## config.mk

```make
export PLATFORM = sky130hd
export DESIGN_NAME = crd_sqrt_cell
export DESIGN_NICKNAME = d
export VERILOG_FILES = /design/src/hdl/crd_pkg.sv /design/src/hdl/crd_sqrt_cell.sv
export SDC_FILE = /design/constraint.sdc
export NUM_CORES = 1
export LEC_CHECK = 0
export ABC_AREA = 0
export BUFFER_PORTS_ARGS = -buffer_cell sky130_fd_sc_hd__buf_2
export CORE_UTILIZATION = 55
export CTS_CLUSTER_DIAMETER = 60
export DETAILED_ROUTE_END_ITERATION = 10
export PLACE_DENSITY = 0.95
export REMOVE_ABC_BUFFERS = 1
export SLEW_MARGIN = 20
export SYNTH_ARGS = -nofsm -noshare
export SYNTH_HDL_FRONTEND = slang
export SYNTH_SLANG_ARGS = --single-unit
```

## constraint.sdc

```tcl
create_clock -name aclk -period 6.85 [get_ports aclk]
set_input_delay 0.3425 -clock aclk [delete_from_list [all_inputs] [get_ports aclk]]
set_output_delay 0.3425 -clock aclk [all_outputs]
set_load 0.05 [all_outputs]
```

## src/hdl/crd_pkg.sv

```systemverilog
package crd_pkg;

    localparam int CORDIC_STAGES_DEFAULT = 16;

    localparam int PT_W      = 16;
    localparam int FOV_W     = 16;
    localparam int ROW_W     = 48;
    localparam int COEF_W    = 16;
    localparam int DIR_W     = 32;
    localparam int CFG_IDX_W = 3;
    localparam int MODE_W    = 2;

    localparam int SQ_W      = 52;
    localparam int SQ_STEPS  = 26;
    localparam int MAG_W     = 26;
    localparam int DIV_BITS  = 31;
    localparam int NUM_W     = 56;
    localparam int ANG_W     = 34;
    localparam int VEC_W     = 34;
    localparam int V_W       = 39;
    localparam int PROD_W    = 55;
    localparam int ACC_W     = 57;
    localparam int ACC_SHIFT = 28;

    localparam logic [CFG_IDX_W-1:0] REG_MODE = 3'd0;
    localparam logic [CFG_IDX_W-1:0] REG_FOV  = 3'd1;
    localparam logic [CFG_IDX_W-1:0] REG_ROW0 = 3'd2;
    localparam logic [CFG_IDX_W-1:0] REG_ROW1 = 3'd3;
    localparam logic [CFG_IDX_W-1:0] REG_ROW2 = 3'd4;

    localparam logic [MODE_W-1:0] MODE_FISHEYE     = 2'd0;
    localparam logic [MODE_W-1:0] MODE_FISHEYE_CUT = 2'd1;
    localparam logic [MODE_W-1:0] MODE_EQUIRECT    = 2'd2;
    localparam logic [MODE_W-1:0] MODE_PERSPECTIVE = 2'd3;

    localparam logic [FOV_W-1:0] FOV_RESET  = 16'd4096;
    localparam logic [ROW_W-1:0] ROW0_RESET = 48'd16384;
    localparam logic [ROW_W-1:0] ROW1_RESET = 48'd1073741824;
    localparam logic [ROW_W-1:0] ROW2_RESET = 48'd70368744177664;

    localparam logic signed [VEC_W-1:0] CORDIC_GAIN = 34'sd652032874;
    localparam logic signed [V_W-1:0]   ONE_V       = 39'sd1073741824;
    localparam logic [31:0] QUARTER_TURN = 32'h4000_0000;
    localparam logic [31:0] HALF_TURN    = 32'h8000_0000;

    typedef struct packed {
        logic [SQ_W-1:0]        rem;
        logic [SQ_W-1:0]        root;
        logic signed [PT_W-1:0] px;
        logic signed [PT_W-1:0] py;
    } sq_t;

    typedef struct packed {
        logic [NUM_W-1:0]        rem_x;
        logic [NUM_W-1:0]        rem_y;
        logic [DIV_BITS-1:0]     q_x;
        logic [DIV_BITS-1:0]     q_y;
        logic [MAG_W-1:0]        den;
        logic                    neg_x;
        logic                    neg_y;
        logic                    zero;
        logic signed [VEC_W-1:0] ax;
        logic signed [VEC_W-1:0] ay;
        logic signed [ANG_W-1:0] az;
        logic signed [VEC_W-1:0] bx;
        logic signed [VEC_W-1:0] by;
        logic signed [ANG_W-1:0] bz;
        logic                    flip_a;
        logic                    flip_b;
        logic signed [PT_W-1:0]  px;
        logic signed [PT_W-1:0]  py;
    } core_t;

    function automatic logic [31:0] atan_turn(input int idx);
        logic [31:0] r;
        case (idx)
            0:  r = 32'd536870912;
            1:  r = 32'd316933406;
            2:  r = 32'd167458907;
            3:  r = 32'd85004756;
            4:  r = 32'd42667331;
            5:  r = 32'd21354465;
            6:  r = 32'd10679838;
            7:  r = 32'd5340245;
            8:  r = 32'd2670163;
            9:  r = 32'd1335087;
            10: r = 32'd667544;
            11: r = 32'd333772;
            12: r = 32'd166886;
            13: r = 32'd83443;
            14: r = 32'd41722;
            15: r = 32'd20861;
            16: r = 32'd10430;
            17: r = 32'd5215;
            18: r = 32'd2608;
            19: r = 32'd1304;
            20: r = 32'd652;
            21: r = 32'd326;
            22: r = 32'd163;
            23: r = 32'd81;
            24: r = 32'd41;
            25: r = 32'd20;
            26: r = 32'd10;
            27: r = 32'd5;
            28: r = 32'd3;
            29: r = 32'd1;
            30: r = 32'd1;
            default: r = 32'd0;
        endcase
        return r;
    endfunction

endpackage

```

## src/hdl/crd_sqrt_cell.sv

```systemverilog
module crd_sqrt_cell
    import crd_pkg::*;
#(
    parameter int STEP = 0
) (
    input  logic aclk,
    input  logic aresetn,
    input  logic en,
    input  logic in_valid,
    input  sq_t  in_data,
    output logic out_valid,
    output sq_t  out_data
);

    localparam logic [SQ_W-1:0] BIT = SQ_W'(1) << (SQ_W - 2 - 2 * STEP);

    logic [SQ_W-1:0] trial;
    sq_t             data_next;
    logic            valid_reg;
    sq_t             data_reg;

    always_comb begin
        data_next = in_data;
        trial     = in_data.root + BIT;
        if (in_data.rem >= trial) begin
            data_next.rem  = in_data.rem - trial;
            data_next.root = (in_data.root >> 1) + BIT;
        end else begin
            data_next.root = in_data.root >> 1;
        end
    end

    always_ff @(posedge aclk) begin
        if (!aresetn) begin
            valid_reg <= 1'b0;
        end else if (en) begin
            valid_reg <= in_valid;
        end
    end

    always_ff @(posedge aclk) begin
        if (en) begin
            data_reg <= data_next;
        end
    end

    assign out_valid = valid_reg;
    assign out_data  = data_reg;

endmodule

```

==> flow_summary.yaml <==
final_layout:
  nNetsFinal: 1218
  fillers: 1046
  antenna_cells: 0
  layout-drive-gt1-share_pct: 31.3
  area_growth_pct: 25.3
  final_common_cell: "buf_2"
  final_cell_mix: "275 x buf_2, 136 x edfxtp_1, 74 x a21oi_1"
  seqCellArea_sq_um: 4100
  multi_input_area_sq_um: 3530
floorplanning:
  die_y_um: 123
  start_util_pct: 57.2
  die_area_sq_um: 15100
  fp.dieW_um: 123
  ioPinCount: 277
  fp-row-count: 43
  core_sq_um: 14100
pwr:
  seqPwrFrac_pct: 36.3
  p_int_mw: 1.89
  p_leak_nw: 4.59
  power_mw: 2.93
  power_frac_comb_pct: 31.0
  ir_drop_mv: 0.194
  powerDensity_nw_per_um2: 290
  clkPwrFrac_pct: 32.7
  swShare_pct: 35.4
  switchingPower_mw: 1.04
timing:
  slew_headroom_pct: 34.1
  worst_pin_slew_ns: 0.986
  final.setup.tns_ns: 0
  finalSetupViolCount: 0
  min_period_ns: 3.69
  fin_crit_sh_pct: 53.9
  slew_viol_final: 0
  rsz0062_at_grt: "no"
  clock.fmax_mhz: 271
  fin_skew_ns: 0
  finalHoldViolCount: 0
place:
  place_hpwl_um: 15900
  place.gp.congestion: 0.935
  io_buffers: 276
global_routing:
  grt-ovfl-total: 0
  track_usage_pct: 28.7
  antenna_found_initial: 0
  grt_pass1_wl_um: 33200
  grt_pass1_vias: 6885
  grt_max_degree: 80
min_path:
  holdPathStages: 1
  min_path_type: "primary input to flip-flop"
  whs_endpoint: "out_data[29]$_DFFE_PP_"
  min_from: "in_data[29]"
logic_synthesis:
  synth-async-reset-ratio_pct: 0
  synth.area.top_cells: "edfxtp_1 51%, ha_1 8.1%, a21oi_1 4.6%, nor2_1 3.3%, a21o_1 2.9%"
  avgSynthCellArea_sq_um: 10.5
  synth-seq-cells: 137
  synth_cells: 766
  synth_flop_cell: "edfxtp_1"
  ys_types: 57
  yosys.area.top_type: "edfxtp_1"
  synth_edf_count: 136
  synth_top_area_share_pct: 50.7
  netlist_area_sq_um: 8060
  seq_area_frac_synth_pct: 50.9
  yosysWarnings: 0
clock_tree:
  cts_buffers: 17
  htree_levels: 4
  cts_resized: 0
  cts_tree: "built"
  path_clk_slew_ns: 0.06
  clk_latency_ns: 0.42
  cts-root-buf: "clkbuf_16"
  clock_path_buffers: 2
  cts_sinks: 137
  post_cts_buffers: 0
  ctsHoldBuffers: 0
detailed_routing:
  first_pass_iters: 7
  drt_iter0_drc: 529
  routed_via_density: 5.80
  drc: 0
  ant_nets: 0
  drt-total-wl_um: 21500
  dr_total_vias: 7057
  wl_per_cell_um: 17.6
critical_path:
  worstPathMaxFanout: 79
  worst_r2r_path_depth: 2
  critPathLaunch: "in_data[84]"
  r2r-end: "out_valid$_SDFFE_PN0P_"
  required_ns: 7.02
  cp-start-kind: "primary input"
  end_kind: "flip-flop"
  rrSetupSlack_ns: 6.26
  worstPathArrival_ns: 3.86
  critPathKind: "primary input to flip-flop"
  rr_startpoint: "out_valid$_SDFFE_PN0P_"
run_status:
  outcome: "complete, no violations"
flow_run:
  cap_violations: 0
## through the flow
stage	cells	hold WS, ns	area [sq um]	util (%)	setup WS (ns)
detailed placement	1186	0.513	9490	67.3	2.72
floorplan	728	0.441	7860	-	2.53
finish	1217	0.0899	10100	71.6	3.16
CTS	1217	0.0820	10100	71.6	3.17
global placement	1186	0.493	9490	67.3	2.94
global route	1217	0.0796	10100	71.6	2.88
## registers in the layout (all words and copies together), names as in the netlist
register and count:
out_valid 1, out_data 136
## routing by layer
| layer | global-route usage [%] | vias to the layer above | routed length (um) |
|---|---|---|---|
| met4 | 10.5 | 0 | 563 |
| met5 | 0 | - | 0 |
| li1 | - | 3330 | - |
| met3 | 8.58 | 61 | 1930 |
| met1 | 33.9 | 3306 | 8480 |
| met2 | 49.5 | 360 | 10500 |
## cell usage after synthesis (3+ instances only)
master,count
a211oi_1,6
a21boi_0,7
a21o_1,31
a21oi_1,74
a21oi_2,10
a221oi_1,3
a31oi_1,7
a41oi_1,3
and2_1,4
and3_1,5
and4_1,4
buf_2,7
buf_6,6
clkbuf_1,25
edfxtp_1,136
ha_1,52
inv_1,61
nand2_1,49
nand2b_1,5
nand3_1,7
nand4_1,20
nor2_1,70
nor2b_1,7
nor3_1,10
nor4_1,4
o211a_1,3
o21a_1,8
o21ai_0,41
o21ai_1,3
o21bai_1,16
o31ai_1,7
or2_2,3
or3_1,3
xnor2_1,25
xor2_1,18
## power groups by stage
stage	clock, mW	sequential, mW	combinational [mW]
after detailed placement	0	1.08	0.892
final	0.958	1.06	0.907
after global routing	1.00	1.07	0.966
after global placement	0	1.08	0.876
after floorplan	0	1.40	0.331
after CTS	0.969	1.06	0.900
## final cells by class
class / instances / share of cell area, %
timing repair buffer: 278 / 13.9
clock buffer: 19 / 4.29
clock inverter: 12 / 1.75
sequential: 137 / 40.6
multi-input combinational: 530 / 34.9
tap: 180 / 2.23
inverter: 61 / 2.27
## worst max-delay path by stage
| stage | to | slack (ns) | cells after the start |
|---|---|---|---|
| finish | out_data[129]$_DFFE_PP_ | 3.16 | 14 |
| global route | out_data[132]$_DFFE_PP_ | 2.88 | 13 |
| CTS | out_data[129]$_DFFE_PP_ | 3.17 | 14 |
| detailed placement | out_data[129]$_DFFE_PP_ | 2.72 | 14 |
| global placement | out_data[132]$_DFFE_PP_ | 2.94 | 14 |
| floorplan | out_data[129]$_DFFE_PP_ | 2.53 | 12 |
## kinds of logic after synthesis
| group | Yosys count | synth area share, % |
|---|---|---|
| AOI/OAI and AO/OA | 236 | 19.0 |
| DFF | 137 | 50.9 |
| buffers and inverters | 99 | 5.28 |
| and+or+nand+nor | 197 | 11.6 |
| adders and majority gates | 53 | 8.32 |
| xor gates and xnor gates | 43 | 4.67 |
| muxes | 1 | 0.124 |
## worst max-delay path: stages
cell,delay [ns]
buf_2,0.09
inv_1,0.04
ha_1,0.20
fa_1,0.40
nor2b_1,0.19
o31a_1,0.22
a41oi_1,0.22
o21ai_1,0.49
o21ai_4,0.16
o2111ai_1,0.30
and2_2,0.20
buf_4,0.65
o211a_1,0.29
a211oi_2,0.04
(Power assumes the default switching activity.)
