**config.mk**
```make
export PLATFORM = sky130hd
export DESIGN_NAME = crd_core_cell
export DESIGN_NICKNAME = d
export VERILOG_FILES = /design/src/hdl/crd_pkg.sv /design/src/hdl/crd_core_cell.sv
export SDC_FILE = /design/constraint.sdc
export NUM_CORES = 1
export LEC_CHECK = 0
export BUFFER_PORTS_ARGS = -buffer_cell sky130_fd_sc_hd__buf_2
export CAP_MARGIN = 40
export CORE_AREA = 4 4 343 345
export DETAILED_ROUTE_END_ITERATION = 10
export DIE_AREA = 0 0 347 349
export GPL_ROUTABILITY_DRIVEN = 0
export PLACE_DENSITY_LB_ADDON = 0.1
export SLEW_MARGIN = 20
export SYNTH_ARGS = -nofsm -noshare
export SYNTH_HDL_FRONTEND = slang
export SYNTH_SLANG_ARGS = --single-unit
```
**constraint.sdc**
```tcl
create_clock -name aclk -period 10 [get_ports aclk]
set_clock_uncertainty 0.05 [all_clocks]
set_input_delay 3 -clock aclk [delete_from_list [all_inputs] [get_ports aclk]]
set_output_delay 3 -clock aclk [all_outputs]
set_load 0.02 [all_outputs]
```
**src/hdl/crd_pkg.sv**
```systemverilog
package crd_pkg;

    localparam int CORDIC_STAGES_DEFAULT = 16;

    localparam int PT_W      = 16;
    localparam int FOV_W     = 16;
    localparam int ROW_W     = 48;
    localparam int COEF_W    = 16;
    localparam int DIR_W     = 32;
    localparam int CFG_IDX_W = 3;
    localparam int MODE_W    = 2;

    localparam int SQ_W      = 52;
    localparam int SQ_STEPS  = 26;
    localparam int MAG_W     = 26;
    localparam int DIV_BITS  = 31;
    localparam int NUM_W     = 56;
    localparam int ANG_W     = 34;
    localparam int VEC_W     = 34;
    localparam int V_W       = 39;
    localparam int PROD_W    = 55;
    localparam int ACC_W     = 57;
    localparam int ACC_SHIFT = 28;

    localparam logic [CFG_IDX_W-1:0] REG_MODE = 3'd0;
    localparam logic [CFG_IDX_W-1:0] REG_FOV  = 3'd1;
    localparam logic [CFG_IDX_W-1:0] REG_ROW0 = 3'd2;
    localparam logic [CFG_IDX_W-1:0] REG_ROW1 = 3'd3;
    localparam logic [CFG_IDX_W-1:0] REG_ROW2 = 3'd4;

    localparam logic [MODE_W-1:0] MODE_FISHEYE     = 2'd0;
    localparam logic [MODE_W-1:0] MODE_FISHEYE_CUT = 2'd1;
    localparam logic [MODE_W-1:0] MODE_EQUIRECT    = 2'd2;
    localparam logic [MODE_W-1:0] MODE_PERSPECTIVE = 2'd3;

    localparam logic [FOV_W-1:0] FOV_RESET  = 16'd4096;
    localparam logic [ROW_W-1:0] ROW0_RESET = 48'd16384;
    localparam logic [ROW_W-1:0] ROW1_RESET = 48'd1073741824;
    localparam logic [ROW_W-1:0] ROW2_RESET = 48'd70368744177664;

    localparam logic signed [VEC_W-1:0] CORDIC_GAIN = 34'sd652032874;
    localparam logic signed [V_W-1:0]   ONE_V       = 39'sd1073741824;
    localparam logic [31:0] QUARTER_TURN = 32'h4000_0000;
    localparam logic [31:0] HALF_TURN    = 32'h8000_0000;

    typedef struct packed {
        logic [SQ_W-1:0]        rem;
        logic [SQ_W-1:0]        root;
        logic signed [PT_W-1:0] px;
        logic signed [PT_W-1:0] py;
    } sq_t;

    typedef struct packed {
        logic [NUM_W-1:0]        rem_x;
        logic [NUM_W-1:0]        rem_y;
        logic [DIV_BITS-1:0]     q_x;
        logic [DIV_BITS-1:0]     q_y;
        logic [MAG_W-1:0]        den;
        logic                    neg_x;
        logic                    neg_y;
        logic                    zero;
        logic signed [VEC_W-1:0] ax;
        logic signed [VEC_W-1:0] ay;
        logic signed [ANG_W-1:0] az;
        logic signed [VEC_W-1:0] bx;
        logic signed [VEC_W-1:0] by;
        logic signed [ANG_W-1:0] bz;
        logic                    flip_a;
        logic                    flip_b;
        logic signed [PT_W-1:0]  px;
        logic signed [PT_W-1:0]  py;
    } core_t;

    function automatic logic [31:0] atan_turn(input int idx);
        logic [31:0] r;
        case (idx)
            0:  r = 32'd536870912;
            1:  r = 32'd316933406;
            2:  r = 32'd167458907;
            3:  r = 32'd85004756;
            4:  r = 32'd42667331;
            5:  r = 32'd21354465;
            6:  r = 32'd10679838;
            7:  r = 32'd5340245;
            8:  r = 32'd2670163;
            9:  r = 32'd1335087;
            10: r = 32'd667544;
            11: r = 32'd333772;
            12: r = 32'd166886;
            13: r = 32'd83443;
            14: r = 32'd41722;
            15: r = 32'd20861;
            16: r = 32'd10430;
            17: r = 32'd5215;
            18: r = 32'd2608;
            19: r = 32'd1304;
            20: r = 32'd652;
            21: r = 32'd326;
            22: r = 32'd163;
            23: r = 32'd81;
            24: r = 32'd41;
            25: r = 32'd20;
            26: r = 32'd10;
            27: r = 32'd5;
            28: r = 32'd3;
            29: r = 32'd1;
            30: r = 32'd1;
            default: r = 32'd0;
        endcase
        return r;
    endfunction

endpackage

```
**src/hdl/crd_core_cell.sv**
```systemverilog
module crd_core_cell
    import crd_pkg::*;
#(
    parameter int IDX    = 0,
    parameter int STAGES = CORDIC_STAGES_DEFAULT
) (
    input  logic  aclk,
    input  logic  aresetn,
    input  logic  en,
    input  logic  in_valid,
    input  core_t in_data,
    output logic  out_valid,
    output core_t out_data
);

    localparam bit DIV_ON = IDX < DIV_BITS;
    localparam int J      = DIV_ON ? DIV_BITS - 1 - IDX : 0;
    localparam bit ROT_ON = IDX < STAGES;
    localparam logic signed [ANG_W-1:0] ATAN = $signed({2'b00, atan_turn(IDX)});

    logic [NUM_W:0] trial;
    core_t          data_next;
    logic           valid_reg;
    core_t          data_reg;

    always_comb begin
        data_next = in_data;
        trial     = {{(NUM_W + 1 - MAG_W){1'b0}}, in_data.den} << J;
        if (DIV_ON) begin
            if ({1'b0, in_data.rem_x} >= trial) begin
                data_next.rem_x  = in_data.rem_x - trial[NUM_W-1:0];
                data_next.q_x[J] = 1'b1;
            end
            if ({1'b0, in_data.rem_y} >= trial) begin
                data_next.rem_y  = in_data.rem_y - trial[NUM_W-1:0];
                data_next.q_y[J] = 1'b1;
            end
        end
        if (ROT_ON) begin
            if (!in_data.az[ANG_W-1]) begin
                data_next.ax = in_data.ax - (in_data.ay >>> IDX);
                data_next.ay = in_data.ay + (in_data.ax >>> IDX);
                data_next.az = in_data.az - ATAN;
            end else begin
                data_next.ax = in_data.ax + (in_data.ay >>> IDX);
                data_next.ay = in_data.ay - (in_data.ax >>> IDX);
                data_next.az = in_data.az + ATAN;
            end
            if (!in_data.bz[ANG_W-1]) begin
                data_next.bx = in_data.bx - (in_data.by >>> IDX);
                data_next.by = in_data.by + (in_data.bx >>> IDX);
                data_next.bz = in_data.bz - ATAN;
            end else begin
                data_next.bx = in_data.bx + (in_data.by >>> IDX);
                data_next.by = in_data.by - (in_data.bx >>> IDX);
                data_next.bz = in_data.bz + ATAN;
            end
        end
    end

    always_ff @(posedge aclk) begin
        if (!aresetn) begin
            valid_reg <= 1'b0;
        end else if (en) begin
            valid_reg <= in_valid;
        end
    end

    always_ff @(posedge aclk) begin
        if (en) begin
            data_reg <= data_next;
        end
    end

    assign out_valid = valid_reg;
    assign out_data  = data_reg;

endmodule

```
==> results of run 1 <==
## report_power, final
group	leakage [uW]	switching (uW)	internal, uW
Combinational	0.0106	1160	599
Sequential	0.00431	90.8	2300
Clock	0.00100	909	1380
## path summary, 6_finish.rpt
check,slack (ns),to,start
setup / recovery,3.47,out_data[196],in_data[174]
hold reg to reg,0.48,out_valid,out_valid
setup reg to reg,9.35,out_valid,out_valid
hold / removal,0.48,out_valid,out_valid
## metrics by stage
step / cell area (sq um) / setup WS, ns
after global placement: 34100 / 2.97
after global routing: 36300 / 3.40
after CTS: 36300 / 3.69
after floorplan: 28000 / 4.00
final: 36300 / 3.47
after detailed placement: 34200 / 2.95
## flip-flops by register name, summed over array words and instances, names as in the netlist
signal and count:
out_data 439, out_valid 1
## kinds of logic (layout without fill, tap and decap cells)
group / count (synthesis) / count (layout) / share of synthesized area
AOI/OAI and AO/OA: 792 / 792 / 0.180
and+or+nand+nor: 560 / 560 / 0.0953
DFF: 440 / 440 / 0.472
buffers and inverters: 339 / 1258 / 0.0466
adders and majority gates: 266 / 266 / 0.122
xor gates and xnor gates: 178 / 178 / 0.0557
muxes: 76 / 76 / 0.0291
other: 0 / 15 / 0
## worst register-to-register path: stages, from the launching register on
cell     delay [ns]
dfxtp_1        0.31
mux2i_1        0.12
nor2b_1        0.07
## layout by cell type (no fill, tap or decap), types with 12 or more instances in the layout
cell type / count
a211oi_1: 27
a21o_1: 88
a21oi_1: 287
a31oi_1: 26
and2_1: 13
and3_1: 12
buf_2: 884
clkbuf_1: 12
clkbuf_16: 60
clkinv_1: 13
diode_2: 15
edfxtp_1: 439
ha_1: 256
inv_1: 232
mux2_1: 42
mux2i_1: 32
nand2_1: 112
nand2b_1: 24
nand3_1: 41
nand4_1: 19
nor2_1: 192
nor2b_1: 32
nor3_1: 47
nor4_1: 27
o211ai_1: 16
o21a_1: 13
o21ai_0: 122
o21ai_1: 22
o21bai_1: 57
o31ai_1: 28
xnor2_1: 151
xor2_1: 27
## layer usage
metal  global-route usage  up-vias  routed length [um]
met5                    0        -                 140
met4               0.0450       22                3200
met3               0.0473      179                9170
met2                0.337      961               60800
met1                0.263    11800               55300
li1                     -    11500                   -
## area by class of cell
type / count / area, sq um
Fill cell: 12100 / 77900
Multi-Input combinational cell: 1872 / 13500
Sequential cell: 440 / 13200
Timing Repair Buffer: 901 / 4660
Tap cell: 1512 / 1890
Clock buffer: 75 / 1590
Inverter: 246 / 923
Clock inverter: 36 / 489
Antenna cell: 15 / 37.5
==> flow_metrics.env, run 1 <==
export IMPL_finalPower_uw=6440
export IMPL_drv_slew=0
export IMPL_detail_route_first_pass_iterations=5
export IMPL_crit_buf_inv=2
export IMPL_crit_path_cell_trace="buf_2 -> inv_1 -> ha_1 -> a21o_1 -> a21oi_1 -> o21ai_1 -> a2111o_1 -> a2111oi_0 -> o31ai_1 -> a211oi_1 -> a21oi_1 -> xor2_1"
export IMPL_clk_latency_ns=0.64
export IMPL_final_cells=5097
export IMPL_clock_sinks=440
export IMPL_die_w_um=347
export IMPL_worstPathMaxFanout=12
export IMPL_drive_gt1_frac=0.288
export IMPL_run_status="finished clean"
export IMPL_drc=0
export IMPL_period_needed_ns=6.53
export IMPL_io_pins=887
export IMPL_cp_end_kind="register"
export IMPL_synthArstFlopShare=0
export IMPL_powerDensity_nw_per_um2=177
export IMPL_hold_viol=0
export IMPL_rows=124
export IMPL_start_util=0.245
export IMPL_crit_cells=12
export IMPL_netlist_instances=2651
export IMPL_synth_distinct_cells=88
export IMPL_antenna_found_initial=68
export IMPL_die_y_um=349
export IMPL_cts_resized=0
export IMPL_yosysSeqAreaShare=0.472
export IMPL_syn_area_sq_um=28000
export IMPL_io_buffers=886
export IMPL_cp_slowest_cell="a2111oi_0"
export IMPL_viasPerCell=4.79
export IMPL_cts_max_level=2
export IMPL_hold_depth=2
export IMPL_synth_most_common_cell="edfxtp_1"
export IMPL_max_slew_margin=0.327
export IMPL_yosysTopAreaCellShare=0.471
export IMPL_fin_tns_setup_ns=0
export IMPL_irDropWorstVdd_uv=122
export IMPL_tritoncts="built"
export IMPL_nNetsFinal=4231
export IMPL_synth_flop_cell="edfxtp_1"
export IMPL_grtUsageTotal=0.201
export IMPL_yosys_warnings=0
export IMPL_start_kind="input pin"
export IMPL_cp_required_ns=10.32
export IMPL_die_area_sq_um=121000
export IMPL_drt_wl_total_um=129000
export IMPL_gr_total_overflow=0
export IMPL_finalCritPeriodShare=0.653
export IMPL_drt_iter0_markers=1702
export IMPL_grt_max_degree=134
export IMPL_drv_cap=0
export IMPL_grt_pass1_vias=23700
export IMPL_ys_seq_elements=440
export IMPL_cpMostUsedCell="a21oi_1"
export IMPL_setup_violations_final=0
export IMPL_hp_class="reg2reg"
export IMPL_rr_worst_depth=2
export IMPL_cts_buffers=59
export IMPL_synthToLayoutAreaGrowth_pct=29.7
export IMPL_wl_per_cell_um=25.2
export IMPL_critPathMaxStageDelay_ns=0.76
export IMPL_tightest_slew_ns=1.01
export IMPL_yosysTopAreaCell="edfxtp_1"
export IMPL_critical_path_class="in2reg"
export IMPL_dpl_hpwl_um=105000
export IMPL_fmaxAchievable_mhz=153
export IMPL_crit_family="compound AO/OA/AOI/OAI gates"
export IMPL_grt_pass1_wl_um=179000
export IMPL_path_clk_slew_ns=0.06
export IMPL_dr_total_vias=24400
export IMPL_avgSynthCellArea_sq_um=10.6
export IMPL_postRouteAntennaNets=0
export IMPL_cts_root_buf="clkbuf_16"
export IMPL_synth_area_top_cells="edfxtp_1 47%, ha_1 11%, a21oi_1 5.1%"
export IMPL_synth_fp_nets=3362
export IMPL_synth_edf_count=439
export IMPL_postCtsSetupRepairBufs=0
export IMPL_leakagePower_uw=0.0159
export IMPL_yosys_top_cells_count="439 x edfxtp_1, 287 x a21oi_1, 256 x ha_1, 232 x inv_1, 192 x nor2_1"
export IMPL_hold_slack_ns=0.477
export IMPL_rsz0062_at_grt="false"
export IMPL_post_route_util=0.318
export IMPL_dp_cells=4971
export IMPL_coreArea_sq_um=114000
export IMPL_hold_buffers=0
export IMPL_clockBufferDepth=3
export IMPL_cp_arrival_ns=6.85
(Power assumes the default switching activity.)
==> run 2: changes to the inputs <==
Clock period 10 ns to 5.5 ns, I/O delays scaled along.
==> run 2 against run 1 <==
Via count up 0.32%. Sequential cell count unchanged. Sequential power increased by 82%. Wire length rose by 0.76%. First-iteration DRC count rose by 1.1%. Register-to-register slack worse by 4.5 ns. Die area unchanged. Setup slack got worse by 2.6 ns. Cell count up 1.0%. Critical endpoint is now out_data[132]. Clock power grew 72%.
==> flow_metrics.env, run 2 (synthesis results as in run 1) <==
export IMPL_hp_class="reg2reg"
export IMPL_cts_max_level=2
export IMPL_wl_per_cell_um=25.2
export IMPL_grt_pass1_wl_um=180000
export IMPL_worst_slack_ns=0.849
export IMPL_grt_pass1_vias=23900
export IMPL_drv_cap=0
export IMPL_fin_tns_setup_ns=0
export IMPL_nNetsFinal=4279
export IMPL_synthToLayoutAreaGrowth_pct=30.6
export IMPL_hold_viol=0
export IMPL_leakagePower_uw=0.0161
export IMPL_postRouteAntennaNets=0
export IMPL_antenna_found_initial=68
export IMPL_rr_worst_depth=2
export IMPL_clockBufferDepth=3
export IMPL_rrSetupSlack_ns=4.85
export IMPL_cp_slowest_cell="a221oi_2"
export IMPL_irDropWorstVdd_uv=243
export IMPL_finalCritPeriodShare=0.846
export IMPL_coreArea_sq_um=114000
export IMPL_drt_wl_total_um=130000
export IMPL_mostFrequentLayoutCell="buf_2"
export IMPL_cp_arrival_ns=4.99
export IMPL_max_slew_margin=0.452
export IMPL_dr_total_vias=24500
export IMPL_hold_depth=2
export IMPL_critPathMaxStageDelay_ns=0.49
export IMPL_drv_slew=0
export IMPL_dp_slack_ns=0.268
export IMPL_die_y_um=349
export IMPL_clk_latency_ns=0.65
export IMPL_die_area_sq_um=121000
export IMPL_hold_start="out_valid"
export IMPL_detail_route_first_pass_iterations=5
export IMPL_rows=124
export IMPL_start_kind="input pin"
export IMPL_drive_gt1_frac=0.297
export IMPL_critical_path_class="in2reg"
export IMPL_drt_iter0_markers=1720
export IMPL_die_w_um=347
export IMPL_grt_max_degree=79
export IMPL_period_needed_ns=4.65
export IMPL_start_util=0.245
export IMPL_place_area_sq_um=34600
export IMPL_largest_reg_flops=439
export IMPL_tightest_slew_ns=0.822
export IMPL_tritoncts="built"
export IMPL_min_to="out_valid"
export IMPL_io_pins=887
export IMPL_r2r_end="out_valid"
export IMPL_viasPerCell=4.76
export IMPL_rsz0062_at_grt="false"
export IMPL_dpl_hpwl_um=106000
export IMPL_cts_root_buf="clkbuf_16"
export IMPL_crit_path_cell_trace="buf_2 -> ha_1 -> fa_1 -> nor2b_1 -> o211ai_1 -> a211oi_1 -> o211ai_2 -> a21oi_1 -> a221o_1 -> a221oi_2 -> o31ai_1 -> a21o_1 -> xnor2_1"
export IMPL_grtUsageTotal=0.203
export IMPL_fmaxAchievable_mhz=215
export IMPL_r2r_start="out_valid"
export IMPL_fin_area_sq_um=36600
export IMPL_clock_sinks=440
export IMPL_postCtsSetupRepairBufs=0
export IMPL_cp_end_kind="register"
export IMPL_powerDensity_nw_per_um2=316
export IMPL_path_clk_slew_ns=0.06
export IMPL_hold_buffers=0
export IMPL_gr_total_overflow=0
export IMPL_cp_required_ns=5.84
export IMPL_drc=0
export IMPL_cts_buffers=58
export IMPL_worstPathMaxFanout=3
export IMPL_cts_resized=0
export IMPL_setup_violations_final=0
export IMPL_io_buffers=886
export IMPL_final_cell_mix="884 x buf_2, 439 x edfxtp_1, 287 x a21oi_1"
export IMPL_run_status="finished clean"
-- run 2: power by group --
group	internal, uW	switching (uW)	total, uW	leakage (uW)
clock network	2300	1650	3950	0.000933
logic	1130	2130	3260	0.0108
registers	4190	156	4340	0.00431
total	7610	3940	11500	0.0161
-- run 2: final cells by class --
class / instances / area [sq um]
timing repair buffer: 950 / 5030
inverter: 246 / 923
tap: 1512 / 1890
sequential: 440 / 13200
fill: 12100 / 77600
clock buffer: 67 / 1510
multi-input combinational: 1872 / 13500
antenna: 20 / 50.0
clock inverter: 41 / 445
-- run 2: metal layers --
metal,global-route usage,up-vias,part of all wire
li1,-,11500,-
met1,0.260,11900,0.43
met2,0.332,882,0.47
met3,0.0544,190,0.071
met4,0.0662,30,0.033
met5,0,-,0.0015
-- run 2: critical path: cells and delay by family --
kind / cells / cell delay (ns)
fa+ha+maj: 2 / 0.68
simple gates: 1 / 0.17
compound gates: 8 / 2.25
xor+xnor: 1 / 0.11
buf+inv: 1 / 0.12
-- run 2: worst max path at each step --
stage                    end  slack [ns]    startpoint
2_1_floorplan  out_data[362]        0.85  in_data[359]
3_3_place_gp    out_data[98]        0.28   in_data[68]
3_5_place_dp   out_data[234]        0.27  in_data[170]
4_1_cts        out_data[132]        0.99   in_data[68]
5_1_grt         out_data[98]        0.71   in_data[68]
6_report       out_data[132]        0.85   in_data[68]
-- run 2: per-stage QoR --
stage | util | hold WS [ns] | std cells | total power [uW]
3_5_place_dp | 0.303 | 0.452 | 5020 | 7680
2_1_floorplan | - | 0.539 | 2651 | 6240
4_1_cts | 0.320 | 0.487 | 5128 | 11700
3_3_place_gp | 0.302 | 0.467 | 5018 | 7700
5_1_grt | 0.320 | 0.496 | 5134 | 12100
6_report | 0.320 | 0.493 | 5148 | 11500
